## src/text_to_integer_parser_macros.svh

```systemverilog
// Assertion macros for the text-to-integer parser.
// Expects clk and rst_n in the scope of each use.
`ifndef TEXT_TO_INTEGER_PARSER_MACROS_SVH
`define TEXT_TO_INTEGER_PARSER_MACROS_SVH

`ifndef NO_ASSERTIONS
// same-cycle implication
`define T2I_ASSERT_IMP(lbl, ante, cons) \
  lbl: assert property (@(posedge clk) disable iff (!rst_n) (ante) |-> (cons)) \
    else $error("t2i assertion failed");
// next-cycle implication
`define T2I_ASSERT_NXT(lbl, ante, cons) \
  lbl: assert property (@(posedge clk) disable iff (!rst_n) (ante) |=> (cons)) \
    else $error("t2i assertion failed");
`else
`define T2I_ASSERT_IMP(lbl, ante, cons)
`define T2I_ASSERT_NXT(lbl, ante, cons)
`endif

`endif

```

## src/t2i_pkg.sv

```systemverilog
// Shared types and constants of the text-to-integer parser.
// No dependencies.
package t2i_pkg;

  localparam int CHAR_W   = 8;
  localparam int BASE_W   = 6;
  localparam int DIGIT_W  = 6;
  localparam int ACC_W    = 64;
  localparam int COUNT_W  = 16;
  localparam int DATA_OUT_W = 88;   // 64 + 16 + 1, padded to bytes

  localparam logic [COUNT_W-1:0] COUNT_LIMIT = 16'hFFFF;

  localparam int Q_DEPTH = 4;       // power of two
  localparam int Q_AW    = $clog2(Q_DEPTH);
  localparam int Q_CW    = $clog2(Q_DEPTH + 1);

  // configuration register indexes
  localparam int CFG_IDX_W = 2;
  localparam logic [CFG_IDX_W-1:0] CFG_NUMBER_BASE = 2'd0;
  localparam logic [CFG_IDX_W-1:0] CFG_SIGNED_MODE = 2'd1;
  localparam logic [CFG_IDX_W-1:0] CFG_WIDE_RESULT = 2'd2;

  localparam logic [BASE_W-1:0] BASE_RESET = 6'd10;
  localparam logic [BASE_W-1:0] BASE_AUTO  = 6'd0;
  localparam logic [BASE_W-1:0] BASE_OCT   = 6'd8;
  localparam logic [BASE_W-1:0] BASE_DEC   = 6'd10;
  localparam logic [BASE_W-1:0] BASE_HEX   = 6'd16;

  localparam logic [CHAR_W-1:0] CH_SPACE = 8'h20;
  localparam logic [CHAR_W-1:0] CH_TAB   = 8'h09;
  localparam logic [CHAR_W-1:0] CH_PLUS  = 8'h2B;
  localparam logic [CHAR_W-1:0] CH_MINUS = 8'h2D;
  localparam logic [CHAR_W-1:0] CH_ZERO  = 8'h30;
  localparam logic [CHAR_W-1:0] CH_NINE  = 8'h39;
  localparam logic [CHAR_W-1:0] CH_A_LO  = 8'h61;
  localparam logic [CHAR_W-1:0] CH_Z_LO  = 8'h7A;
  localparam logic [CHAR_W-1:0] CH_A_UP  = 8'h41;
  localparam logic [CHAR_W-1:0] CH_Z_UP  = 8'h5A;
  localparam logic [CHAR_W-1:0] CH_X_LO  = 8'h78;
  localparam logic [CHAR_W-1:0] CH_X_UP  = 8'h58;

  // classified character passed from front to back
  typedef struct packed {
    logic               blank;
    logic               sign;
    logic               minus;
    logic               zero;
    logic               is_x;
    logic               dig_ok;
    logic [DIGIT_W-1:0] dig;
  } t2i_tok_t;

  typedef enum logic [2:0] {
    PH_BLANK,
    PH_SIGNED,
    PH_AUTO_ZERO,
    PH_HEX_ZERO,
    PH_DIGITS
  } t2i_phase_t;

endpackage

```

## src/t2i_front.sv

```systemverilog
// Front end: takes characters and classifies them into tokens.
// Depends on t2i_pkg.
module t2i_front import t2i_pkg::*; (
  input  logic              in_tvalid,
  output logic              in_tready,
  input  logic [CHAR_W-1:0] in_tdata,   // [7:0] character
  input  logic              q_full,
  output logic              q_push,
  output t2i_tok_t          q_tok
);

  logic [CHAR_W-1:0] c;
  logic [CHAR_W-1:0] off;

  assign c         = in_tdata;
  assign in_tready = !q_full;
  assign q_push    = in_tvalid && !q_full;

  always_comb begin
    q_tok        = '0;
    off          = '0;
    q_tok.blank  = (c == CH_SPACE) || (c == CH_TAB);
    q_tok.sign   = (c == CH_PLUS) || (c == CH_MINUS);
    q_tok.minus  = (c == CH_MINUS);
    q_tok.zero   = (c == CH_ZERO);
    q_tok.is_x   = (c == CH_X_LO) || (c == CH_X_UP);
    priority if (c >= CH_ZERO && c <= CH_NINE) begin
      off          = c - CH_ZERO;
      q_tok.dig_ok = 1'b1;
    end else if (c >= CH_A_LO && c <= CH_Z_LO) begin
      off          = c - CH_A_LO + 8'd10;
      q_tok.dig_ok = 1'b1;
    end else if (c >= CH_A_UP && c <= CH_Z_UP) begin
      off          = c - CH_A_UP + 8'd10;
      q_tok.dig_ok = 1'b1;
    end else begin
      q_tok.dig_ok = 1'b0;
    end
    q_tok.dig = off[DIGIT_W-1:0];
  end

endmodule

```

## src/t2i_queue.sv

```systemverilog
// Short token queue between the front and back ends.
// Depends on t2i_pkg.
module t2i_queue import t2i_pkg::*; (
  input  logic     clk,
  input  logic     rst_n,
  input  logic     push,
  input  t2i_tok_t push_tok,
  output logic     full,
  input  logic     pop,
  output logic     valid,
  output t2i_tok_t pop_tok
);

  t2i_tok_t          mem_r [Q_DEPTH];
  logic [Q_AW-1:0]   wr_ptr_r, wr_ptr_nxt;
  logic [Q_AW-1:0]   rd_ptr_r, rd_ptr_nxt;
  logic [Q_CW-1:0]   count_r, count_nxt;

  assign full    = (count_r == Q_CW'(Q_DEPTH));
  assign valid   = (count_r != '0);
  assign pop_tok = mem_r[rd_ptr_r];

  always_comb begin
    wr_ptr_nxt = push ? wr_ptr_r + 1'b1 : wr_ptr_r;
    rd_ptr_nxt = pop  ? rd_ptr_r + 1'b1 : rd_ptr_r;
    count_nxt  = count_r;
    if (push && !pop) begin
      count_nxt = count_r + 1'b1;
    end else if (pop && !push) begin
      count_nxt = count_r - 1'b1;
    end
  end

  always_ff @(posedge clk) begin
    if (!rst_n) begin
      wr_ptr_r <= '0;
      rd_ptr_r <= '0;
      count_r  <= '0;
    end else begin
      wr_ptr_r <= wr_ptr_nxt;
      rd_ptr_r <= rd_ptr_nxt;
      count_r  <= count_nxt;
    end
  end

  always_ff @(posedge clk) begin
    if (push) begin
      mem_r[wr_ptr_r] <= push_tok;
    end
  end

endmodule

```

## src/t2i_back.sv

```systemverilog
// Back end: parse state machine, digit accumulator and result register.
// Depends on t2i_pkg and text_to_integer_parser_macros.svh.
`include "text_to_integer_parser_macros.svh"

module t2i_back import t2i_pkg::*; (
  input  logic                  clk,
  input  logic                  rst_n,
  input  logic [BASE_W-1:0]     cfg_base,
  input  logic                  cfg_signed,
  input  logic                  cfg_wide,
  input  logic                  q_valid,
  input  t2i_tok_t              q_tok,
  output logic                  q_pop,
  output logic                  out_tvalid,
  input  logic                  out_tready,
  output logic [DATA_OUT_W-1:0] out_tdata
);

  t2i_phase_t          phase_r, phase_nxt;
  logic [ACC_W-1:0]    acc_r, acc_nxt;
  logic                neg_r, neg_nxt;
  logic [COUNT_W-1:0]  cnt_r, cnt_nxt;
  logic [BASE_W-1:0]   base_r, base_nxt;
  logic                seen_r, seen_nxt;

  logic                out_valid_r, out_valid_nxt;
  logic [ACC_W-1:0]    out_value_r;
  logic [COUNT_W-1:0]  out_consumed_r;
  logic                out_converted_r;

  logic                do_start, do_digit, bump, emit;
  logic [BASE_W-1:0]   dig_base;
  logic                dig_seen;
  logic [ACC_W-1:0]    mac;
  logic [ACC_W-1:0]    fin_val;

  // a token moves on only when the result register is free or draining
  assign q_pop = q_valid && (!out_valid_r || out_tready);

  assign mac = acc_r * ACC_W'(dig_base) + ACC_W'(q_tok.dig);

  always_comb begin
    fin_val = (neg_r && cfg_signed) ? (ACC_W'(0) - acc_r) : acc_r;
    if (!cfg_wide) begin
      fin_val[ACC_W-1:ACC_W/2] = '0;
    end
  end

  always_ff @(posedge clk) begin
    if (!rst_n) begin
      phase_r <= PH_BLANK;
      acc_r   <= '0;
      neg_r   <= 1'b0;
      cnt_r   <= '0;
      base_r  <= '0;
      seen_r  <= 1'b0;
    end else begin
      phase_r <= phase_nxt;
      acc_r   <= acc_nxt;
      neg_r   <= neg_nxt;
      cnt_r   <= cnt_nxt;
      base_r  <= base_nxt;
      seen_r  <= seen_nxt;
    end
  end

  always_comb begin
    phase_nxt = phase_r;
    acc_nxt   = acc_r;
    neg_nxt   = neg_r;
    cnt_nxt   = cnt_r;
    base_nxt  = base_r;
    seen_nxt  = seen_r;
    do_start  = 1'b0;
    do_digit  = 1'b0;
    bump      = 1'b0;
    emit      = 1'b0;
    dig_base  = base_r;
    dig_seen  = seen_r;

    if (q_pop) begin
      unique case (phase_r)
        PH_BLANK: begin
          if (q_tok.blank) begin
            bump = 1'b1;
          end else if (q_tok.sign) begin
            neg_nxt   = q_tok.minus;
            bump      = 1'b1;
            phase_nxt = PH_SIGNED;
          end else begin
            do_start = 1'b1;
          end
        end
        PH_SIGNED: do_start = 1'b1;
        PH_AUTO_ZERO: begin
          if (q_tok.is_x) begin
            bump      = 1'b1;
            base_nxt  = BASE_HEX;
            phase_nxt = PH_DIGITS;
          end else begin
            do_digit = 1'b1;
            dig_base = BASE_OCT;
          end
        end
        PH_HEX_ZERO: begin
          if (q_tok.is_x) begin
            bump      = 1'b1;
            base_nxt  = BASE_HEX;
            phase_nxt = PH_DIGITS;
          end else begin
            // the leading zero was a real digit
            do_digit = 1'b1;
            dig_base = BASE_HEX;
            dig_seen = 1'b1;
          end
        end
        PH_DIGITS: do_digit = 1'b1;
        default: phase_nxt = PH_BLANK;
      endcase

      // first character after blanks and sign: pick the radix
      if (do_start) begin
        priority if (cfg_base == BASE_AUTO && q_tok.zero) begin
          bump      = 1'b1;
          phase_nxt = PH_AUTO_ZERO;
        end else if (cfg_base == BASE_HEX && q_tok.zero) begin
          bump      = 1'b1;
          phase_nxt = PH_HEX_ZERO;
        end else begin
          do_digit = 1'b1;
          dig_base = (cfg_base == BASE_AUTO) ? BASE_DEC : cfg_base;
        end
      end

      if (do_digit) begin
        if (!q_tok.dig_ok || q_tok.dig >= dig_base) begin
          emit      = 1'b1;
          phase_nxt = PH_BLANK;
          acc_nxt   = '0;
          neg_nxt   = 1'b0;
          cnt_nxt   = '0;
          base_nxt  = '0;
          seen_nxt  = 1'b0;
        end else begin
          acc_nxt   = mac;
          seen_nxt  = 1'b1;
          bump      = 1'b1;
          base_nxt  = dig_base;
          phase_nxt = PH_DIGITS;
        end
      end

      if (bump && cnt_r != COUNT_LIMIT) begin
        cnt_nxt = cnt_r + 1'b1;
      end
    end
  end

  always_comb begin
    out_valid_nxt = out_valid_r;
    if (out_valid_r && out_tready) begin
      out_valid_nxt = 1'b0;
    end
    if (emit) begin
      out_valid_nxt = 1'b1;
    end
  end

  always_ff @(posedge clk) begin
    if (!rst_n) begin
      out_valid_r <= 1'b0;
    end else begin
      out_valid_r <= out_valid_nxt;
    end
  end

  always_ff @(posedge clk) begin
    if (emit) begin
      out_value_r     <= dig_seen ? fin_val : '0;
      out_consumed_r  <= dig_seen ? cnt_r : '0;
      out_converted_r <= dig_seen;
    end
  end

  assign out_tvalid = out_valid_r;
  assign out_tdata  = {7'b0, out_converted_r, out_consumed_r, out_value_r};

  `T2I_ASSERT_IMP(a_blank_clean, phase_r == PH_BLANK, acc_r == '0 && !seen_r && !neg_r)
  `T2I_ASSERT_IMP(a_seen_in_digits, seen_r, phase_r == PH_DIGITS)
  `T2I_ASSERT_IMP(a_no_digit_zero, out_valid_r && !out_converted_r,
                  out_value_r == '0 && out_consumed_r == '0)
  `T2I_ASSERT_IMP(a_conv_counted, out_valid_r && out_converted_r, out_consumed_r != '0)
  `T2I_ASSERT_NXT(a_emit_loads, emit, out_valid_r)

endmodule

```

## src/text_to_integer_parser.sv

```systemverilog
// Text-to-integer parser, top level: configuration registers and the
// front end, token queue and back end. Depends on t2i_pkg and those modules.
//
// Usage: characters stream in on in_* (one byte per transfer in in_tdata).
// Leading spaces/tabs and one sign are skipped, an optional radix prefix is
// recognized, then digits accumulate as acc * base + digit. The first
// character that cannot continue the number ends it and yields one result
// on out_*: value (bits 63:0), consumed count (79:64), converted flag (80).
// Throughput: one character per cycle while the queue is not full; the
// accumulator's multiply-add by the 6-bit radix is combinational in the
// back end, ahead of the accumulator register. With the queue empty, the
// stopping character is written into the queue at its transfer, and the
// back end then steps it into the result register that drives out_*.
// Stall: a result waiting on out_tready holds the back end; the 4-entry
// queue keeps taking characters until it fills, then in_tready drops.
// Configuration: cfg_* writes register cfg_index (0 base, 1 signed mode,
// 2 wide result); cfg_ready is always high. Write only while idle.
// Reset (rst_n low, synchronous): parser returns to blank skipping, queue
// and result register empty, base 10, signed and 64-bit modes on.
module text_to_integer_parser import t2i_pkg::*; (
  input  logic                  clk,
  input  logic                  rst_n,
  input  logic                  in_tvalid,
  output logic                  in_tready,
  input  logic [CHAR_W-1:0]     in_tdata,    // [7:0] character
  output logic                  out_tvalid,
  input  logic                  out_tready,
  // [63:0] value, [79:64] consumed, [80] converted, [87:81] zero
  output logic [DATA_OUT_W-1:0] out_tdata,
  input  logic                  cfg_valid,
  output logic                  cfg_ready,
  input  logic [CFG_IDX_W-1:0]  cfg_index,
  input  logic [BASE_W-1:0]     cfg_data
);

  logic [BASE_W-1:0] base_r;
  logic              signed_r;
  logic              wide_r;

  logic              q_full, q_push, q_valid, q_pop;
  t2i_tok_t          push_tok, pop_tok;

  assign cfg_ready = 1'b1;

  always_ff @(posedge clk) begin
    if (!rst_n) begin
      base_r   <= BASE_RESET;
      signed_r <= 1'b1;
      wide_r   <= 1'b1;
    end else if (cfg_valid) begin
      unique case (cfg_index)
        CFG_NUMBER_BASE: base_r   <= cfg_data;
        CFG_SIGNED_MODE: signed_r <= cfg_data[0];
        CFG_WIDE_RESULT: wide_r   <= cfg_data[0];
        default: ;
      endcase
    end
  end

  t2i_front u_front (
    .in_tvalid (in_tvalid),
    .in_tready (in_tready),
    .in_tdata  (in_tdata),
    .q_full    (q_full),
    .q_push    (q_push),
    .q_tok     (push_tok)
  );

  t2i_queue u_queue (
    .clk      (clk),
    .rst_n    (rst_n),
    .push     (q_push),
    .push_tok (push_tok),
    .full     (q_full),
    .pop      (q_pop),
    .valid    (q_valid),
    .pop_tok  (pop_tok)
  );

  t2i_back u_back (
    .clk        (clk),
    .rst_n      (rst_n),
    .cfg_base   (base_r),
    .cfg_signed (signed_r),
    .cfg_wide   (wide_r),
    .q_valid    (q_valid),
    .q_tok      (pop_tok),
    .q_pop      (q_pop),
    .out_tvalid (out_tvalid),
    .out_tready (out_tready),
    .out_tdata  (out_tdata)
  );

endmodule

```

## config.mk

```make
export PLATFORM = sky130hd
export DESIGN_NAME = text_to_integer_parser
export DESIGN_NICKNAME = d
export VERILOG_FILES = /design/src/t2i_pkg.sv /design/src/t2i_front.sv /design/src/t2i_queue.sv /design/src/t2i_back.sv /design/src/text_to_integer_parser.sv
export VERILOG_INCLUDE_DIRS = /design/src /design/src/src
export SDC_FILE = /design/constraint.sdc
export NUM_CORES = 1
export LEC_CHECK = 0
export BUFFER_PORTS_ARGS = -buffer_cell sky130_fd_sc_hd__buf_2
export CAP_MARGIN = 20
export CORE_ASPECT_RATIO = 0.5
export CORE_UTILIZATION = 23
export DETAILED_ROUTE_END_ITERATION = 6
export GPL_ROUTABILITY_DRIVEN = 1
export GPL_TIMING_DRIVEN = 0
export PLACE_DENSITY_LB_ADDON = 0.12
export SYNTH_ARGS = -nofsm -noshare
export SYNTH_HDL_FRONTEND = slang
export SYNTH_SLANG_ARGS = --single-unit
export TNS_END_PERCENT = 50
```

## constraint.sdc

```tcl
create_clock -name clk -period 18.9 [get_ports clk]
set_input_delay 4.725 -clock clk [delete_from_list [all_inputs] [get_ports clk]]
set_output_delay 4.725 -clock clk [all_outputs]
set_load 0.01 [all_outputs]
```

* Word-level counts from Yosys, hierarchy flattened
Memory sizes are Yosys's and may differ from the RTL's. A register that Yosys moved wholly into a read port is not among the register bits.
Index checks and enable logic that the tools add are counted.
** Operators by class
- $add $sub $neg :: 12
- $mul :: 1
- Order comparisons :: 7
- Equality and inequality tests :: 16
- Mux-type cells :: 73
- Reduce and logical (&&, ||, !) cells :: 41
** Operators by type and width (number)
- $mux W64 :: 2
- $mux W6 :: 15
- $add A64 B6 Y64 :: 1
- $mul A64 B6 Y64 :: 1
- $sub A1 B64 Y64 const A :: 1
- $mux W16 :: 3
- $mux W1 :: 36
- $eq A8 B6 Y1 const B :: 4
- $mux W3 :: 10
- $add A16 B1 Y16 const B :: 1
- $eq A8 B7 Y1 const B :: 2
- $ge A8 B7 Y1 const B :: 2
- $le A8 B7 Y1 const B :: 2
- $ne A16 B16 Y1 const B :: 1
- $add A6 B4 Y6 const B :: 2
- $logic_and A1 B1 Y1 :: 12
- $pmux W6 S2 :: 1
- $reduce_bool A2 Y1 :: 6
- $sub A6 B6 Y6 const B :: 2
- $reduce_and A2 Y1 :: 5
- $pmux W3 S3 :: 1
- $eq A8 B4 Y1 const B :: 1
- $ge A8 B6 Y1 const B :: 1
- $le A8 B6 Y1 const B :: 1
- other kinds (21) :: 37
** Storage, ports and cells
- Bits in registers :: 188
- RAM bits :: 48
- Bits of input ports :: 21
- Output and inout port bits :: 91
- Logic and storage cells :: 168
- Memories kept :: 1
** Memories
- u_queue.mem_r :: depth 4, bits a word 12, read ports 1, clocked after memory_dff 1, wr ports 1, RTL line t2i_queue.sv:14 : t2i_tok_t mem_r [Q_DEPTH];

* Depth between registers and ports, before layout
Gate-level depths: netlist (run 1).
- Depth in word-level cells :: 14
- Gate-level depth with buffers :: 29
- Depth with buffers taken out :: 26

* Modules after synthesis
From an unflattened synthesis (run 1), not the netlist that was laid out.
** Unflattened totals
- Cell total of the unflattened synthesis :: 2399
- Area, all modules :: 23194.7 um^2
** Modules (own cells, without submodules)
- t2i_back :: instances 1, cells each 2185, area an instance 20143.1 um^2, sequential area each 4274.1 um^2
- t2i_queue :: instances 1, cells each 105, area an instance 2182.1 um^2, sequential area each 1621.6 um^2
- t2i_front :: instances 1, cells each 72, area an instance 505.5 um^2, sequential area each 0.0 um^2
- text_to_integer_parser :: instances 1, cells each 37, area an instance 364.1 um^2, sequential area each 160.2 um^2

* Worst setup path before layout (run 1)
No wires, ideal clock.
- Kind :: in2reg
- From :: input port out_tready
- To :: register u_back.acc_r[57]
- Setup time :: 0.117 ns
- Arrival :: 10.691 ns
- Required time :: 18.783 ns
- Setup slack :: 8.092 ns
- Stages :: 24
- Buffers on the path :: 2
- Cells stage by stage :: nor2b_1 -> nor2_1 -> clkbuf_1 -> a32o_2 -> clkbuf_1 -> nand2_1 -> fa_1 -> fa_1 -> inv_1 -> fa_1 -> inv_1 -> fa_1 -> inv_1 -> ha_1 -> a2111o_1 -> o2111ai_1 -> a41oi_1 -> and3b_1 -> or3_1 -> a31o_2 -> a211oi_1 -> o21ai_1 -> xor2_1 -> a22o_1
** Between the ends
- Cells in the longest elaborated chain, start to end :: 6
- Elaborated cells on any way between the ends :: 7
- Classes of those cells :: add/sub: 1; mul: 1; mux: 2; reduce/logical: 3
** RTL lines
- start, declared :: RTL line text_to_integer_parser.sv:27 : input logic out_tready,
- $logic_or A1 B1 Y1 (*) :: RTL line t2i_back.sv:38 : assign q_pop = q_valid && (!out_valid_r || out_tready);
- $logic_and A1 B1 Y1 (*) :: RTL line t2i_back.sv:38
- $mux W6 :: RTL line t2i_back.sv:81 : if (q_pop) begin
- $mul A64 B6 Y64 :: RTL line t2i_back.sv:40 : assign mac = acc_r * ACC_W'(dig_base) + ACC_W'(q_tok.dig);
- $add A64 B6 Y64 :: RTL line t2i_back.sv:40
- $mux W64 :: RTL line t2i_back.sv:136 : if (!q_tok.dig_ok || q_tok.dig >= dig_base) begin
- end signal, assigned :: RTL line t2i_back.sv:59 : acc_r <= acc_nxt;
- end, declared :: RTL line t2i_back.sv:20 : logic [ACC_W-1:0] acc_r, acc_nxt;
Mark *: on every way between the ends. The rest lies on a longest branch, timed or not.
A chain may end at the register's enable or synchronous reset.

* Worst setup path after layout (run 1)
- From :: input port out_tready
- To :: register u_back.acc_r[62]
The elaborated chain is that of the path after synthesis.

==> results of run 1 <==
==> routing by layer <==
| layer | up-vias | wire, um | part of all wire | track usage |
|---|---|---|---|---|
| met5 | - | 0 | 0 | 0 |
| met4 | 0 | 1220 | 0.015 | 0.0243 |
| met3 | 53 | 2670 | 0.034 | 0.0149 |
| met2 | 314 | 35900 | 0.45 | 0.256 |
| met1 | 9006 | 39200 | 0.50 | 0.232 |
| li1 | 8264 | - | - | - |
==> path summary, 6_finish.rpt <==
check,end,cells past startpoint,startpoint
max reg2reg,u_back.acc_r[62],24,register
min reg2reg,wide_r,2,wide_r
max,u_back.acc_r[62],24,out_tready
min,wide_r,2,wide_r
==> cell usage in the layout, fill, tap and decap left out, types with 15 or more instances in the layout <==
cell / instances
nor3_1: 24
a21o_1: 46
nand2b_1: 25
clkbuf_1: 128
xnor2_1: 71
nand4_1: 18
fa_1: 241
nor2b_1: 121
or3_1: 17
clkbuf_16: 29
and3_1: 21
dfxtp_1: 109
buf_1: 16
inv_1: 98
nand2_1: 157
a21oi_1: 121
ha_1: 151
o21ai_0: 112
nor2_1: 198
and2_1: 199
buf_2: 106
a31oi_1: 16
xor2_1: 64
edfxtp_1: 129
o21bai_1: 15
==> stage by stage <==
stage                     utilization  setup WS (ns)  instance area [um2]  power (mW)
final                           0.267           5.96                26200        2.29
after global routing            0.267           5.56                26200        2.42
after global placement          0.255           5.42                25000        1.71
after CTS                       0.267           6.03                26100        2.33
after detailed placement        0.257           5.41                25200        1.71
after floorplan                     -           8.09                22800        1.27
==> worst register-to-register path, cell delays in order, from the launching register on <==
cell and delay (ns):
dfxtp_1 0.33, buf_6 0.15, mux4_2 0.55, nor2_2 0.26, mux2_2 0.37, mux2_2 0.32, mux2i_4 0.50, clkbuf_1 0.48
clkbuf_1 0.94, nor2_1 0.15, fa_1 0.48, fa_1 0.51, fa_1 0.49, ha_1 0.30, ha_1 0.41, and4_1 0.30
and3_1 0.31, nand2_1 0.08, o31ai_1 0.31, a311oi_1 0.11, o21ai_0 0.72, a21oi_1 0.38, o31ai_1 0.76, nor2_1 0.10
or3_1 0.38
==> layout make-up <==
cell class                      instances  area, um2  share of cell area
Antenna cell                            4       10.0            0.000382
Multi-Input combinational cell       1851      15800               0.603
Sequential cell                       238       6060               0.231
Clock inverter                         18        211             0.00808
Inverter                              102        383              0.0146
Timing Repair Buffer                  111        648              0.0248
Buffer                                155        643              0.0246
Clock buffer                           36        772              0.0295
Tap cell                             1328       1660              0.0635
==> power by group through the flow <==
stage	logic, mW	clock network, mW	registers [mW]
6_report	0.959	0.596	0.736
3_5_place_dp	0.962	0	0.751
5_1_grt	1.04	0.638	0.749
2_1_floorplan	0.470	0	0.804
4_1_cts	0.966	0.618	0.741
3_3_place_gp	0.934	0	0.771
==> registers in the layout (all words and copies together) (netlist names), 6 cells and up, named ones only <==
| register | count |
|---|---|
| u_queue.mem_r | 48 |
| u_back.cnt_r | 16 |
| u_back.out_consumed_r | 16 |
| u_back.acc_r | 64 |
| u_back.base_r | 6 |
| u_back.out_value_r | 64 |
| base_r | 6 |
==> cells by family after synthesis <==
| group | count (synthesis) |
|---|---|
| AOI/OAI and AO/OA | 432 |
| xor gates and xnor gates | 137 |
| adders and majority gates | 392 |
| buffers and inverters | 257 |
| DFF | 238 |
| muxes | 27 |
| other | 2 |
| and+or+nand+nor | 855 |
==> metrics, run 1 <==
outcome finished clean; # nets final 2,901; Post-CTS Hold Fix Bufs 0; Total Routed Length between 70 and 80 mm; Critical Path AT 13.43 ns; crit start category input port; std cell rows 81; top-count cell post-synth fa_1; vias in the first global route between 15,000 and 20,000; Sequential Power Share 0.321; Cell Area, Synth roughly 23,000 um2; non-filler cells, final 3,843; Die Y 225 um; max_cap viols 0; first drt pass iteration count 6; setup slack, reg-to-reg a little over 9 ns; part of the cycle the worst path needs 0.685; Top FF cell, synth edfxtp_1; post-route ant nets 0; clk_lat worst skew 0.61 ns; DP HPWL 62.3 mm; via count 17,600; fin crit period between 10 and 15 ns; clk slew on worst S/H paths ~0.06 ns; largest net degree at the start of global routing between 40 and 50; TNS Setup 0 ns; Crit. End Element register; filler instances ~10,000; Post-Synth XOR/XNOR Area 0.0532; Total GRT Usage 0.159; count of input and output buffers 102; buffers plus inverters on the worst setup path 5; DRT iter0 DRCs 1,067; Leak Pwr between 10 and 15 nW; total die area 101,000 um2; Via density 4.59; Peak supply drop 80.5 uV; critical path's largest stage delay 0.78 ns; share of cells above drive strength 1 0.0964; RSZ-0062 raised after global routing no; count of cell types in the netlist 94; Clock Tree Buf Depth 3; dpl cells 3,783; largest family of logic cells by synthesized area adder cells; yosys warns 0; drt drc 0; initial antenna violation count 1; first-pass GRT wire length 121 mm; Post-synth top cells fa_1, and2_1, nor2_1, nand2_1, ha_1; Crit path max-delay family compound AO/OA/AOI/OAI gates; slew margin rel. 0.201; Layout area overhead 14.7%; PwrDens 87.5 nW/um2; Setup Skew 0.0114 ns; fmax 77.3 MHz; register area share after synthesis 0.265; Post-synth EDFFs 129; gp weighted congestion between 0.8 and 0.9; CTS Buf Count 29; Routed wire per std cell 20.6 um; Synth top area share 0.211; Initial Util 0.233; mux contribution to synthesized area 0.0188; CTS sink cnt 238; cell taking the most area after synthesis fa_1; CTS H-Tree Depth 1; Synth Area in Compound Gates 0.122; Net Sw Frac 0.433; Post-CTS Setup Repair Bufs 0; clock root buffer clkbuf_16; Hold WS 0.481 ns; worst-margin pin slew 1.20 ns; Die W 447 um; # resized after CTS 0; io pins 112; asr flop ratio synth 0; crit-path max FO 10; Syn Inst Count 2,340; post-synthesis adder-cell area fraction 0.294; synthesized flop and latch total 238; core area 98,000 um2; max-slew violations 0; Final Hold Viols 0; crit-path cells buf_2, nor2b_1, nor2_1, inv_1, clkbuf_1, nor2_4, a22o_1, clkbuf_1, clkbuf_1, and2_1, fa_1, fa_1, fa_1, ha_1, ha_1, a2111o_1, a211oi_1, o31ai_1, a311oi_1, o21ai_0, a21oi_1, o31ai_1, nor4b_1, or3_1; Slowest cell on crit path a211oi_1; combinational share of power 0.419; CTS tree done; GRT overflow 0; final setup fails 0; Clock Power Share 0.260; Int Power ~1.3 mW; Tightest Hold Check Type register to register; Worst Path Required 19.39 ns; simple logic cell fraction of the synthesized area 0.201; top post-synthesis cells by area fa_1, edfxtp_1, dfxtp_1; mean post-synth cell area roughly 9.8 um2; Switching Power 0.991 mW; critical path type input port to register
(Power assumes the default switching activity.)
==> run 2: changes to the inputs <==
==> constraint.sdc (replaced) <==
create_clock -name clk -period 10.9 [get_ports clk]
set_input_delay 2.725 -clock clk [delete_from_list [all_inputs] [get_ports clk]]
set_output_delay 2.725 -clock clk [all_outputs]
set_load 0.01 [all_outputs]
==> metrics, run 2 (same netlist as run 1, synthesis figures left out) <==
initial antenna violation count 1; Reg2Reg Capture Point u_back.acc_r[57]; DRT iter0 DRCs 1,051; commonest non-fill, non-tap cell in the layout fa_1; GRT overflow 0; Via density 4.60; Routed wire per std cell 20.5 um; max-slew violations 0; Post-CTS Setup Repair Bufs 0; Hold WS 0.481 ns; CTS H-Tree Depth 1; clk slew on worst S/H paths 0.06 ns; std cell rows 81; clk_lat worst skew 0.61 ns; cell count of the worst hold path 2; clock root buffer clkbuf_16; Crit. End Element register; vias in the first global route 18,400; Layout area overhead 14.8%; gp weighted congestion 0.839; worst-margin pin slew 1.18 ns; Die W about 450 um; Placement Cell Area 25,200 um2; setup slack, reg-to-reg about 1.3 ns; count of input and output buffers 102; Total GRT Usage 0.159; Die Y 225 um; Tightest Hold Check Type register to register; CTS tree done; largest net degree at the start of global routing 41; PwrDens ~150 nW/um2; slew margin rel. 0.212; Worst Path Required 11.40 ns; non-filler cells, final 3,843; # nets final 2,901; final setup fails 0; filler instances roughly 10,000; final instance area roughly 26,000 um2; TNS Setup 0 ns; max_cap viols 0; io pins 112; hold path startpoint wide_r; core area 98,000 um2; via count 17,700; total die area 101,000 um2; Leak Pwr 11.2 nW; part of the cycle the worst path needs 0.969; DP HPWL 62.3 mm; Initial Util 0.233; CTS Buf Count 29; share of cells above drive strength 1 0.0976; largest registers u_back.acc_r x64, u_back.out_value_r x64, u_queue.mem_r x48; RSZ-0062 raised after global routing yes; fin crit period 10.57 ns; outcome finished clean; R2R cell count 25; Final Hold Viols 0; crit-path max FO 10; top sig layer met4; drt drc 0; Critical Path AT between 10 and 15 ns; Clock Tree Buf Depth 3; Met3 Wirelength 2.71 mm; Total Routed Length between 70 and 80 mm; Setup Skew 0.0118 ns; # resized after CTS 0; dpl cells 3,783; metal2 WL approximately 36 mm; fmax about 95 MHz; commonest cells after routing, fill and taps aside fa_1, and2_1, nor2_1; CTS sink cnt about 240; first-pass GRT wire length 121 mm; first drt pass iteration count 5; crit start category input port; critical path type input port to register; total power 3.97 mW; Peak supply drop 140 uV; post-route ant nets 0; Post-Route M1 WL 39.1 mm; hold path endpoint wide_r; Post-CTS Hold Fix Bufs 0
## run 2: changes by cell type in the layout (fill, tap and decap cells not counted)
cell,previous run,this run
a211oi_1,5,4
a211oi_2,0,1
clkbuf_1,128,127
clkbuf_2,0,1
o31ai_1,11,10
o31ai_2,0,1
## run 2: how the worst max path moves through the flow
stage | start | to | slack, ns | depth (start not counted)
finish | out_tready | u_back.acc_r[57] | 0.33 | 25
global route | out_tready | u_back.acc_r[62] | -0.1 | 25
CTS | out_tready | u_back.acc_r[62] | 0.03 | 24
detailed placement | out_tready | u_back.acc_r[62] | -0.59 | 24
global placement | out_tready | u_back.acc_r[63] | -0.58 | 26
floorplan | out_tready | u_back.acc_r[57] | 2.09 | 24
## run 2: report_power, final
group	switching, mW	internal (mW)	total (mW)
Sequential	0.0689	1.21	1.28
Combinational	1.20	0.465	1.66
Clock	0.453	0.581	1.03
Total	1.72	2.25	3.97
## run 2: layout make-up
class,instances,area (um2),share of cell area
inverter,102,383,0.0146
antenna,4,10.0,0.000382
multi-input combinational,1851,15800,0.603
clock inverter,18,211,0.00808
clock buffer,36,772,0.0295
timing repair buffer,111,648,0.0248
sequential,238,6060,0.231
tap,1328,1660,0.0635
buffer,155,644,0.0246
## run 2: per-layer routing
layer	track usage	vias up
met5	0	-
li1	-	8260
met1	0.232	9033
met4	0.0243	0
met2	0.256	324
met3	0.0149	53
## run 2: metrics by stage
stage | util | setup WS, ns
2_1_floorplan | - | 2.09
3_3_place_gp | 0.255 | -0.577
3_5_place_dp | 0.257 | -0.594
4_1_cts | 0.267 | 0.0332
5_1_grt | 0.267 | -0.0994
6_report | 0.267 | 0.335
## run 2: critical path, cell delays in order
cell	delay (ns)
buf_2	0.08
nor2b_1	0.05
nor2_1	0.48
inv_1	0.15
clkbuf_1	0.35
nor2_4	0.25
a22o_1	0.18
clkbuf_1	0.61
clkbuf_1	0.46
and2_1	0.21
fa_1	0.44
fa_1	0.49
fa_1	0.49
ha_1	0.32
ha_1	0.34
a2111o_1	0.49
o2111ai_1	0.42
a41oi_1	0.35
and3b_1	0.31
or3_1	0.44
a31o_2	0.31
a211oi_1	0.48
o21ai_1	0.19
xor2_1	0.19
a22o_1	0.20
